File: src/rtl/hctg_pkg.sv
package hctg_pkg;

  localparam int unsigned TABLE_LEN = 21;

  localparam int unsigned SEED_W = 32;
  localparam int unsigned CHAN_W = 8;
  localparam int unsigned SLOT_W = 5;
  localparam int unsigned BCNT_W = 4;

  localparam logic [31:0] LCG_MUL = 32'h0019_660D;
  localparam logic [31:0] LCG_ADD = 32'h3C6E_F35F;

  // Candidate source is state[31:8]; remainder by 141 via reciprocal.
  localparam int unsigned X_W     = 24;
  localparam int unsigned RECIP_W = 25;
  localparam int unsigned QUOT_W  = 17;
  localparam logic [RECIP_W-1:0] CHAN_RECIP = 25'd30460761; // ceil(2^32/141)
  localparam logic [7:0]         CHAN_MOD   = 8'd141;

  // Even channels 0..140 map to 71 presence bits.
  localparam int unsigned NUM_EVEN = 71;
  localparam int unsigned EIDX_W   = 7;

  localparam logic [CHAN_W-1:0] BAND0_TOP = 8'd47;
  localparam logic [CHAN_W-1:0] BAND1_TOP = 8'd93;
  localparam logic [BCNT_W-1:0] BAND_CAP  = 4'd8;
  localparam int unsigned       NUM_BANDS = 3;
  localparam int unsigned       BAND_W    = 2;

  localparam logic [SLOT_W-1:0] LAST_SLOT = SLOT_W'(TABLE_LEN - 1);

  typedef struct packed {
    logic load;
    logic step;
    logic div;
    logic rem;
    logic check;
  } hctg_cmd_t;

  typedef struct packed {
    logic accept;
    logic done;
  } hctg_stat_t;

endpackage

File: src/rtl/hctg_ctrl.sv
module hctg_ctrl
  import hctg_pkg::*;
(
  input  logic       clk,
  input  logic       rst,
  input  logic       start,
  input  hctg_stat_t stat,
  output hctg_cmd_t  cmd,
  output logic       busy
);

  typedef enum logic [2:0] {
    S_IDLE,
    S_STEP,
    S_DIV,
    S_REM,
    S_CHECK
  } state_t;

  state_t state;

  always_comb begin
    cmd       = '0;
    cmd.load  = (state == S_IDLE) && start;
    cmd.step  = (state == S_STEP);
    cmd.div   = (state == S_DIV);
    cmd.rem   = (state == S_REM);
    cmd.check = (state == S_CHECK);
  end

  always_ff @(posedge clk) begin
    if (rst) begin
      state <= S_IDLE;
      busy  <= 1'b0;
    end else begin
      case (state)
        S_IDLE: begin
          if (start) begin
            state <= S_STEP;
            busy  <= 1'b1;
          end
        end
        S_STEP:  state <= S_DIV;
        S_DIV:   state <= S_REM;
        S_REM:   state <= S_CHECK;
        S_CHECK: begin
          // drop back to idle once the final slot is filled
          if (stat.done) begin
            state <= S_IDLE;
            busy  <= 1'b0;
          end else begin
            state <= S_STEP;
          end
        end
        default: begin
          state <= S_IDLE;
          busy  <= 1'b0;
        end
      endcase
    end
  end

endmodule

File: src/rtl/hctg_datapath.sv
module hctg_datapath
  import hctg_pkg::*;
(
  input  logic              clk,
  input  logic              rst,
  input  hctg_cmd_t         cmd,
  input  logic [SEED_W-1:0] seed,
  output hctg_stat_t        stat,
  output logic              valid,
  output logic [CHAN_W-1:0] channel,
  output logic [SLOT_W-1:0] slot,
  output logic              last
);

  logic [SEED_W-1:0]  gen;
  logic [QUOT_W-1:0]  quot;
  logic [CHAN_W-1:0]  cand;
  logic [SLOT_W-1:0]  fill;
  logic [NUM_EVEN-1:0] seen;
  logic [BCNT_W-1:0]  band_cnt [NUM_BANDS];

  logic [X_W-1:0]             x;
  logic [X_W+RECIP_W-1:0]     prod;
  logic [X_W-1:0]             qm;
  logic [X_W-1:0]             rem;
  logic [EIDX_W-1:0]          eidx;
  logic [BAND_W-1:0]          band;
  logic                       accept;

  assign x    = gen[SEED_W-1:8];
  assign prod = (X_W+RECIP_W)'(x) * (X_W+RECIP_W)'(CHAN_RECIP);
  assign qm   = X_W'(quot) * X_W'(CHAN_MOD);
  assign rem  = x - qm;
  assign eidx = cand[CHAN_W-1:1];

  always_comb begin
    if (cand <= BAND0_TOP) begin
      band = 2'd0;
    end else if (cand <= BAND1_TOP) begin
      band = 2'd1;
    end else begin
      band = 2'd2;
    end
  end

  assign accept      = !seen[eidx] && (band_cnt[band] < BAND_CAP);
  assign stat.accept = cmd.check && accept;
  assign stat.done   = cmd.check && accept && (fill == LAST_SLOT);

  always_ff @(posedge clk) begin
    if (rst) begin
      valid <= 1'b0;
      fill  <= '0;
      seen  <= '0;
      for (int i = 0; i < NUM_BANDS; i++) begin
        band_cnt[i] <= '0;
      end
    end else begin
      valid <= 1'b0;
      if (cmd.load) begin
        fill <= '0;
        seen <= '0;
        for (int i = 0; i < NUM_BANDS; i++) begin
          band_cnt[i] <= '0;
        end
      end else if (stat.accept) begin
        valid          <= 1'b1;
        fill           <= fill + 1'b1;
        seen[eidx]     <= 1'b1;
        band_cnt[band] <= band_cnt[band] + 1'b1;
      end
    end
  end

  always_ff @(posedge clk) begin
    if (cmd.load) begin
      gen <= seed;
    end else if (cmd.step) begin
      gen <= gen * LCG_MUL + LCG_ADD;
    end
    if (cmd.div) begin
      quot <= prod[X_W+RECIP_W-1:32];
    end
    if (cmd.rem) begin
      cand <= {rem[CHAN_W-1:1], 1'b0};
    end
    if (stat.accept) begin
      channel <= cand;
      slot    <= fill;
      last    <= (fill == LAST_SLOT);
    end
  end

endmodule

File: src/rtl/hop_channel_table_generator_core.sv
// Hop channel table generator. Pulse start with a 32-bit seed while busy is
// low; the item is taken at that edge and busy rises in the next cycle. The
// block steps a 32-bit LCG from the seed and emits TABLE_LEN distinct even
// channels (0..140), at most 8 per band, each as a one-cycle valid pulse
// with channel, slot (0 first) and last on the final slot. Results are
// never held: the receiver must take every valid cycle, it cannot stall.
// Every generator draw runs through the sequencer states for LCG multiply,
// reciprocal multiply for mod 141, remainder and table check, so busy stays
// high until TABLE_LEN candidates are accepted: one draw per slot at least,
// and more for each rejected candidate. The last result shows in the cycle
// busy is low again, so a new start may follow at once.
module hop_channel_table_generator_core
  import hctg_pkg::*;
(
  input  logic              clk,
  input  logic              rst,
  input  logic              start,
  output logic              busy,
  input  logic [SEED_W-1:0] seed,
  output logic              valid,
  output logic [CHAN_W-1:0] channel,
  output logic [SLOT_W-1:0] slot,
  output logic              last
);

  hctg_cmd_t  cmd;   // sequencer commands into the datapath
  hctg_stat_t stat;  // candidate verdict back to the sequencer

  // Sequence the four draw phases and hold busy until the table is full.
  hctg_ctrl u_ctrl (
    .clk   (clk),
    .rst   (rst),
    .start (start),
    .stat  (stat),
    .cmd   (cmd),
    .busy  (busy)
  );

  // Generator, mod-141 reduction, duplicate bitmap and band counters.
  hctg_datapath u_dp (
    .clk     (clk),
    .rst     (rst),
    .cmd     (cmd),
    .seed    (seed),
    .stat    (stat),
    .valid   (valid),
    .channel (channel),
    .slot    (slot),
    .last    (last)
  );

endmodule

File: config.mk
export PLATFORM = sky130hd
export DESIGN_NAME = hop_channel_table_generator_core
export DESIGN_NICKNAME = d
export VERILOG_FILES = /design/src/rtl/hctg_pkg.sv /design/src/rtl/hctg_ctrl.sv /design/src/rtl/hctg_datapath.sv /design/src/rtl/hop_channel_table_generator_core.sv
export SDC_FILE = /design/constraint.sdc
export NUM_CORES = 1
export LEC_CHECK = 0
export BUFFER_PORTS_ARGS = -buffer_cell sky130_fd_sc_hd__buf_2
export CELL_PAD_IN_SITES_DETAIL_PLACEMENT = 1
export CELL_PAD_IN_SITES_GLOBAL_PLACEMENT = 2
export CORE_ASPECT_RATIO = 0.8
export CORE_UTILIZATION = 44
export CTS_CLUSTER_SIZE = 14
export DETAILED_ROUTE_END_ITERATION = 6
export GPL_ROUTABILITY_DRIVEN = 1
export PLACE_DENSITY_LB_ADDON = 0.05
export SETUP_SLACK_MARGIN = 0.3
export SLEW_MARGIN = 40
export SYNTH_ARGS = -nofsm -noshare
export SYNTH_HDL_FRONTEND = slang
export SYNTH_SLANG_ARGS = --single-unit
File: constraint.sdc
create_clock -name clk -period 9.5 [get_ports clk]
set_input_delay 0.95 -clock clk [delete_from_list [all_inputs] [get_ports clk]]
set_output_delay 0.95 -clock clk [all_outputs]
set_load 0.02 [all_outputs]
==> results.toml, run 1 <==
[routing]
detailedRoute.firstPassIterationCount = 5
remaining_drc_errors = 0
vias_per_cell = 5.251
wl_per_cell_um = 22.97
postRouteWirelength_mm = 65.16
vias = 14900
antenna_violating_nets_post_route = 0
starting_drt_drc_count = 885

[die]
fp.dieArea_sq_um = 50670
fp.coreArea_sq_um = 48740
initial_utilization_pct = 44.93
die-width_um = 251.4
die-height_um = 201.5
placementRows = 72
boundaryPins = 51

[grt]
groute.layer.met1.usage_pct = 41.36
globalRoute.totalOverflow = 0
initial_antenna_violation_count = 1
grt_pass1_wl_mm = 101.9
grt_busiest_layer = "met1"
grtUsageMet3_pct = 5.084
grt_max_degree = 83
grt_usage_pct = 27.28
global_route.usage.met2_pct = 40.48
via_count_of_the_first_global_routing_pass = 16750

[clocking]
cts.repair_timing.setup_buffer_count = 0
postCtsHoldBufs = 0
cts_tree = "built"
post_cts.resized_instances = 0
htree_num_levels = 4
tritoncts.num_buffers = 17
clock_sinks = 153
clk_latency_ps = 490
clkSlewWorstSetupHoldPaths_ps = 70
clk_path_buf_depth = 2
cell_at_the_root_of_the_clock_tree = "sky130_fd_sc_hd__clkbuf_16"

[cells_and_area]
final_net_count = 2911
ff_latch_area_sq_um = 3784
final.fill_count = 5384
layout.cells.most_common = "sky130_fd_sc_hd__inv_1"
post_route_cells_drive_above_1_share_pct = 6.080
antennaDiodeCount = 0
area.growth.synth_to_final_pct = 7.376
layout.core_utilization_pct = 48.25
layout_common_cells = "sky130_fd_sc_hd__inv_1 (590), sky130_fd_sc_hd__ha_1 (369), sky130_fd_sc_hd__fa_1 (349)"
multi_input_area_sq_um = 15730

[synth]
cell_area_after_synthesis_sq_um = 21900
synth.yosys.seq_area_share_pct = 17.28
async_reset_ff_share_pct = 0
synthCells = 2119
yosysUniqueCellTypes = 67
mappedNetlistNets = 2872
edff_count_synth = 72
synth-main-ff-cell = "sky130_fd_sc_hd__dfxtp_1"
ys.warnings.count = 0
synth.avg_cell_area_sq_um = 10.33
synth.ff_latch_count = 153

[timing]
setup_ws_ps = 1794
period_share_pct = 81.11
rsz_0062_raised_after_global_routing = "false"
finalSetupViolCount = 0
peak_freq_mhz = 129.8
final_hold_vio_count = 0
max_slew.worst_pin.slew_ps = 882.8
final_skew_ps = 18.83
headroom_to_the_max_slew_limit_pct = 41.14
fin_crit_ps = 7706
final-max-slew-violation-count = 0
setup_total_negative_slack_ps = 0

[critical_path]
cp-end-kind = "flip-flop"
start_kind = "flip-flop"
worstPathRequired_ps = 9720
setup_cp_type = "reg2reg"
cp_max_fo = 8
timing.critical_path.arrival_ps = 7920

[placed_design]
post-dp-hpwl_mm = 55.60
io_buffers = 49
detailedPlace.worstSlack_ps = 1828
globalplace.congestion = 0.9258

[outcome]
outcome = "complete, no violations"

[flow_run]
max-cap-violations = 0

[hold_path]
worst_hold_path_type = "reg2reg"
## worst paths after layout
path	from	endpoint	slack (ps)	depth (start not counted)
setup / recovery	u_dp.gen[26]	u_dp.quot[7]	1790	20
hold / removal	u_dp.seen[31]	u_dp.seen[31]	470	2
setup reg to reg	u_dp.gen[26]	u_dp.quot[7]	1790	20
hold reg to reg	u_dp.seen[31]	u_dp.seen[31]	470	2
## registers in the layout, summed over array words and instances, names as in the netlist
signal and count:
u_dp.fill 5, u_dp.cand 7, u_dp.seen 71, u_ctrl.busy 1, u_dp.gen 32, u_dp.last 1
u_dp.band_cnt 12, u_dp.quot 8, u_dp.valid 1, u_dp.channel 7, u_dp.slot 5, u_ctrl.state 3
## cell families (layout without fill, tap and decap cells)
logic type / after synthesis / after routing / share of synthesized area (%)
flip-flops: 153 / 153 / 17.28
buffers and inverters: 636 / 688 / 11.13
other: 1 / 1 / 0.01712
AO/OA/AOI/OAI: 263 / 263 / 8.491
AND/OR/NAND/NOR: 246 / 246 / 5.491
adder cells (fa/ha/maj): 718 / 718 / 52.99
multiplexers: 24 / 24 / 1.486
XOR/XNOR: 78 / 78 / 3.120
## critical path, stage by stage (launching register included)
cell	delay, ps
sky130_fd_sc_hd__edfxtp_1	620
sky130_fd_sc_hd__ha_1	540
sky130_fd_sc_hd__inv_1	220
sky130_fd_sc_hd__fa_1	590
sky130_fd_sc_hd__inv_1	80
sky130_fd_sc_hd__fa_1	530
sky130_fd_sc_hd__fa_1	530
sky130_fd_sc_hd__fa_1	520
sky130_fd_sc_hd__fa_1	550
sky130_fd_sc_hd__inv_1	60
sky130_fd_sc_hd__fa_1	540
sky130_fd_sc_hd__inv_1	50
sky130_fd_sc_hd__ha_1	270
sky130_fd_sc_hd__nand4_1	200
sky130_fd_sc_hd__or4_1	580
sky130_fd_sc_hd__or4_1	550
sky130_fd_sc_hd__o211ai_1	210
sky130_fd_sc_hd__a211oi_1	170
sky130_fd_sc_hd__o31ai_1	370
sky130_fd_sc_hd__a21oi_1	140
sky130_fd_sc_hd__xnor2_1	130
## metal layers
| layer | wire length [um] | share of wire [%] |
|---|---|---|
| met1 | 33390 | 51 |
| met2 | 27890 | 43 |
| met3 | 3094 | 4.7 |
| met4 | 783 | 1.2 |
| met5 | 7 | 0.011 |
## cell usage after synthesis, types with 22 or more instances
cell                       count  share of area [%]
sky130_fd_sc_hd__dfxtp_1      81                7.4
sky130_fd_sc_hd__a21oi_1      47                1.1
sky130_fd_sc_hd__a22o_1       65                2.6
sky130_fd_sc_hd__xnor2_1      56                2.2
sky130_fd_sc_hd__fa_1        349                 32
sky130_fd_sc_hd__ha_1        369                 21
sky130_fd_sc_hd__xor2_1       22               0.88
sky130_fd_sc_hd__nor2_1       52               0.89
sky130_fd_sc_hd__inv_1       590                 10
sky130_fd_sc_hd__nand2_1      73                1.3
sky130_fd_sc_hd__clkbuf_1     26               0.45
sky130_fd_sc_hd__edfxtp_1     72                9.9
sky130_fd_sc_hd__o21ai_0      54                1.2
## cell type report
cell class	count	share of cell area, %
sequential	153	16.09
multi-input combinational	1330	66.89
timing repair buffer	65	1.586
clock buffer	19	1.932
inverter	591	9.434
tap	666	3.544
clock inverter	13	0.5268
## metrics by stage
stage               hold slack, ps  std cells  cell area, sq um
CTS                          467.3       2837             23500
floorplan                    419.6       2119             21900
global placement             434.1       2804             22880
detailed placement           449.5       2805             22920
finish                       468.0       2837             23510
global route                 490.9       2837             23510
Power of run 1 is not shown: default switching activity piles up to over one toggle a cycle in this logic, so the estimate is an artifact.
==> run 2: changes to the inputs <==
clock period = 7.8 ns   (was 9.5 ns; I/O delays follow)
==> run 2 against run 1 <==
  * Maximum frequency increased by 7.7%
  * Die area is the same
  * Clock-buffer cell count did not move
  * Global-route usage up 0.27 points
  * Utilization up 0.51 points
  * First-iteration DRC count grew 1.7%
  * Sequential cell count did not move
  * Register-to-register slack worse by 1100 ps
  * Setup slack got worse by 1100 ps
  * Critical path depth up 1
  * Largest cell class unchanged
==> results.toml, run 2 (same netlist as run 1, synthesis figures left out) <==
[outcome]
outcome = "complete, no violations"

[critical_path]
worstReg2RegStart = "u_dp.gen[15]"
ff2ff_path_depth = 21
cpMostUsedCell = "sky130_fd_sc_hd__fa_1"
start_kind = "flip-flop"
r2r-end = "u_dp.quot[7]"
cp_top_family = "adder cells"
worst_path_cell_with_the_longest_stage_delay = "sky130_fd_sc_hd__edfxtp_1"
timing.critical_path.arrival_ps = 7370
worstSetupPathDepth = 21
r2r_setup_slack_ps = 640
critical_path.cell_chain = "buf_4, ha_1, ha_1, inv_1, fa_1, fa_1, inv_1, fa_1, inv_1, fa_1, inv_1, fa_1, ha_1, nand4_1, or4_1, or4_1, o211ai_1, a211oi_1, o31ai_2, a21oi_1, xnor2_1"
cp-end-kind = "flip-flop"
cp_max_fo = 7
setup_cp_type = "reg2reg"
worstPathRequired_ps = 8010
worst_path_largest_cell_delay_ps = 580
crit_buf_inv = 5

[flow_run]
max-cap-violations = 0

[cells_and_area]
area.growth.synth_to_final_pct = 8.507
regMostFlops = "u_dp.seen"
layout.cells.most_common = "sky130_fd_sc_hd__inv_1"
post_route_cells_drive_above_1_share_pct = 7.703
final_net_count = 2947
final.fill_count = 5427
largest_register_ffs = 71
multi_input_area_sq_um = 15730
layout.core_utilization_pct = 48.75
ff_latch_area_sq_um = 3784
layout_top_registers = "u_dp.seen x71, u_dp.gen x32, u_dp.band_cnt x12"
layout_common_cells = "sky130_fd_sc_hd__inv_1 (589), sky130_fd_sc_hd__ha_1 (368), sky130_fd_sc_hd__fa_1 (349)"

[hold_path]
worst_hold_path_type = "reg2reg"
hold_depth = 2
hold-path-endpoint = "u_dp.seen[55]"
hold_path_startpoint = "u_dp.seen[55]"

[die]
placementRows = 72
initial_utilization_pct = 44.93
boundaryPins = 51
fp.dieArea_sq_um = 50670
fp.coreArea_sq_um = 48740
die-height_um = 201.5
die-width_um = 251.4

[timing]
final-max-slew-violation-count = 0
max_slew.worst_pin.slew_ps = 843.9
headroom_to_the_max_slew_limit_pct = 42.28
period_share_pct = 91.73
final_skew_ps = 24.03
final_hold_vio_count = 0
fin_crit_ps = 7155
finalSetupViolCount = 0
rsz_0062_raised_after_global_routing = "false"
setup_total_negative_slack_ps = 0
peak_freq_mhz = 139.8

[clocking]
postCtsHoldBufs = 0
clkSlewWorstSetupHoldPaths_ps = 80
tritoncts.num_buffers = 17
cell_at_the_root_of_the_clock_tree = "sky130_fd_sc_hd__clkbuf_16"
htree_num_levels = 4
clk_path_buf_depth = 2
clock_sinks = 153
clk_latency_ps = 490
cts_tree = "built"

[grt]
globalRoute.totalOverflow = 0
initial_antenna_violation_count = 6
via_count_of_the_first_global_routing_pass = 16800
grt_max_degree = 83
grt_pass1_wl_mm = 102.3
grt_usage_pct = 27.56

[placed_design]
post-dp-hpwl_mm = 56.47
globalplace.congestion = 0.9436
io_buffers = 49

[routing]
vias_per_cell = 5.258
detailedRoute.firstPassIterationCount = 5
remaining_drc_errors = 0
wl_per_cell_um = 23.13
vias = 15120
starting_drt_drc_count = 900
postRouteWirelength_mm = 66.52
antenna_violating_nets_post_route = 0
==> run 2: timing repair <==
item	4_1_cts	5_1_grt
setup buffers	0	12
setup endpoints to repair	0	2
resized for setup	0	3
==> run 2: worst max-delay path by stage <==
stage,to,startpoint,slack (ps)
floorplan,u_dp.quot[7],u_dp.gen[27],1090
global placement,u_dp.quot[7],u_dp.gen[29],530
detailed placement,u_dp.quot[7],u_dp.gen[24],400
CTS,u_dp.quot[7],u_dp.gen[24],370
global route,u_dp.quot[7],u_dp.gen[24],300
finish,u_dp.quot[7],u_dp.gen[15],640
==> run 2: layout make-up <==
type,count,area share [%]
diodes,3,0.03159
clock buffers,19,1.864
clock inverters,13,0.4528
inverters,591,9.336
multi-input cells,1330,66.19
flip-flops and latches,153,15.92
well taps,666,3.507
repair buffers,101,2.691
==> run 2: through the flow <==
stage / cell area [sq um] / hold WS (ps) / worst slack [ps] / std cells
2_1_floorplan: 21900 / 419.6 / 1095 / 2119
3_3_place_gp: 23070 / 433.5 / 525.2 / 2829
3_5_place_dp: 23090 / 442.8 / 397.9 / 2829
4_1_cts: 23640 / 460.7 / 369.1 / 2861
5_1_grt: 23750 / 488.6 / 305.0 / 2873
6_report: 23760 / 464.0 / 644.9 / 2876
==> run 2: worst min-delay path, stage by stage, from the launching register on <==
cell and delay [ps]:
sky130_fd_sc_hd__dfxtp_1 330, sky130_fd_sc_hd__nand2_1 50, sky130_fd_sc_hd__o21ai_0 60
==> run 2: per-layer routing <==
layer / share of wire (%) / global-route usage [%] / up-vias
li1: - / - / 6911
met1: 49 / 40.23 / 7846
met2: 43 / 40.87 / 297
met3: 6.4 / 7.115 / 61
met4: 1.5 / 6.032 / 6
met5: 0.060 / 0 / -
Power of run 2 is left out for the same reason.
==> run 3: changes to the inputs <==
BUFFER_PORTS_ARGS = unset   (was -buffer_cell sky130_fd_sc_hd__buf_2)
CORE_UTILIZATION = 40   (was 44)
DONT_BUFFER_PORTS = 1   (was unset)
clock period = 6.2 ns   (was 7.8 ns; I/O delays follow)
==> run 3 against run 2 <==
  * The flow now finishes with violations (setup timing)
  * Sequential cell count did not move
  * Clock skew fell by 0.86 ps
  * Utilization rose by 1.8 points
  * Register-to-register slack got worse by 1100 ps
  * Via count rose by 6.1%
  * Die area rose by 9.9%
  * Worst hold slack lost 250 ps
  * Routed wire length is 8.7% higher
  * Design area is 15% higher
  * Critical path type unchanged
  * Largest cell class unchanged
==> results.toml, run 3 (same netlist as run 1, synthesis figures left out) <==
[critical_path]
critical_path.cell_chain = "buf_4, ha_4, inv_1, ha_1, inv_2, fa_1, fa_1, fa_1, fa_1, fa_1, inv_1, ha_1, nand4_1, or4_1, or4_1, o211ai_1, a211oi_2, o31ai_2, a21oi_2, xnor2_1"
timing.critical_path.arrival_ps = 6860
setup_cp_type = "reg2reg"
start_kind = "flip-flop"
worst_path_largest_cell_delay_ps = 570
cp-end-kind = "flip-flop"
worst_path_cell_with_the_longest_stage_delay = "sky130_fd_sc_hd__fa_1"
cpMostUsedCell = "sky130_fd_sc_hd__fa_1"
cp_top_family = "adder cells"
worstPathRequired_ps = 6400
cp_max_fo = 3
crit_buf_inv = 4

[placed_design]
io_buffers = 0
globalplace.congestion = 0.9097
post-dp-hpwl_mm = 61.03
dpl.cell_count = 3057

[grt]
grt_max_degree = 83
grt_usage_pct = 27.26
grt_pass1_wl_mm = 112.0
globalRoute.totalOverflow = 0
via_count_of_the_first_global_routing_pass = 17970
initial_antenna_violation_count = 0

[routing]
postRouteWirelength_mm = 72.29
vias = 16040
wl_per_cell_um = 22.95
remaining_drc_errors = 0
starting_drt_drc_count = 883
vias_per_cell = 5.092
detailedRoute.firstPassIterationCount = 5
antenna_violating_nets_post_route = 0

[timing]
setup_ws_ps = -462.1
fin_crit_ps = 6662
rsz_0062_raised_after_global_routing = "true"
final-max-slew-violation-count = 0
max_slew.worst_pin.slew_ps = 746.1
final_hold_vio_count = 0
headroom_to_the_max_slew_limit_pct = 49.84
finalSetupViolCount = 8
peak_freq_mhz = 150.1
final_skew_ps = 23.17
period_share_pct = 107.5

[die]
die-width_um = 263.6
placementRows = 76
fp.coreArea_sq_um = 53920
boundaryPins = 51
fp.dieArea_sq_um = 55690
die-height_um = 211.3
initial_utilization_pct = 40.62

[clocking]
clk_path_buf_depth = 2
tritoncts.num_buffers = 17
cell_at_the_root_of_the_clock_tree = "sky130_fd_sc_hd__clkbuf_16"
htree_num_levels = 4
cts_tree = "built"
clk_latency_ps = 480
clock_sinks = 153
clkSlewWorstSetupHoldPaths_ps = 70

[flow_run]
max-cap-violations = 0

[cells_and_area]
area.growth.synth_to_final_pct = 24.54
final_net_count = 3188
layout_top_registers = "u_dp.seen x71, u_dp.gen x32, u_dp.band_cnt x12"
layout_common_cells = "sky130_fd_sc_hd__inv_1 (536), sky130_fd_sc_hd__fa_1 (323), sky130_fd_sc_hd__ha_1 (302)"
post_route_cells_drive_above_1_share_pct = 26.02
regMostFlops = "u_dp.seen"
final_cells = 3150
largest_register_ffs = 71
antennaDiodeCount = 0
layout.cells.most_common = "sky130_fd_sc_hd__inv_1"

[hold_path]
worst_hold_path_type = "in2reg"

[outcome]
outcome = "finished, violations left"
violations = "setup timing"
[run 3: cell count changes in the layout (fill, tap and decap cells not counted), moves of 9 or more]
| cell | delta |
|---|---|
| sky130_fd_sc_hd__a21oi_1 | -12 |
| sky130_fd_sc_hd__a21oi_2 | +9 |
| sky130_fd_sc_hd__buf_2 | -49 |
| sky130_fd_sc_hd__buf_4 | +250 |
| sky130_fd_sc_hd__buf_6 | +35 |
| sky130_fd_sc_hd__fa_1 | -26 |
| sky130_fd_sc_hd__fa_2 | +26 |
| sky130_fd_sc_hd__ha_1 | -66 |
| sky130_fd_sc_hd__ha_4 | +58 |
| sky130_fd_sc_hd__inv_1 | -53 |
| sky130_fd_sc_hd__inv_2 | +47 |
| sky130_fd_sc_hd__nor2_1 | -10 |
| sky130_fd_sc_hd__nor2_2 | +9 |
| sky130_fd_sc_hd__o21ai_0 | -16 |
[run 3: timing repair]
| action | in CTS | in global routing |
|---|---|---|
| pin swaps | 133 | 79 |
| resized for setup | 191 | 83 |
| setup endpoints to repair | 22 | 21 |
| hold buffers | 0 | 0 |
| setup buffers | 46 | 15 |
[run 3: through the flow]
step / instance area [sq um] / utilization (%) / worst slack, ps / hold WS, ps / setup TNS, ps
2_1_floorplan: 22120 / - / -214.3 / 419.6 / -324.2
3_3_place_gp: 24940 / 46.25 / -446.4 / 432.0 / -3019
3_5_place_dp: 24980 / 46.33 / -629.2 / 447.4 / -4262
4_1_cts: 26780 / 49.67 / -365.1 / 179.1 / -2102
5_1_grt: 27270 / 50.58 / -637.1 / 184.0 / -4198
6_report: 27270 / 50.58 / -462.1 / 209.0 / -2630
[run 3: worst paths after layout]
path	start	end	slack [ps]	cells past startpoint
worst max-delay path	u_dp.gen[13]	u_dp.quot[7]	-460	20
worst min-delay path	rst	u_dp.valid	210	1
worst max register to register	u_dp.gen[13]	u_dp.quot[7]	-460	20
worst min register to register	u_dp.seen[15]	u_dp.seen[15]	470	2
[run 3: metal layers]
metal	part of all wire, %	track usage, %	vias up
met1	50	40.74	8372
met4	1.1	4.517	0
met3	3.4	3.264	42
met2	45	42.76	235
met5	0	0	-
li1	-	-	7391
[run 3: area by class of cell]
class	count	area (sq um)
clock buffers	20	467.9
clock inverters	12	103.9
fillers	5862	26640
inverters	591	2235
multi-input cells	1330	17050
flip-flops and latches	153	3784
well taps	702	878.3
repair buffers	342	2755
Power of run 3 is left out for the same reason.
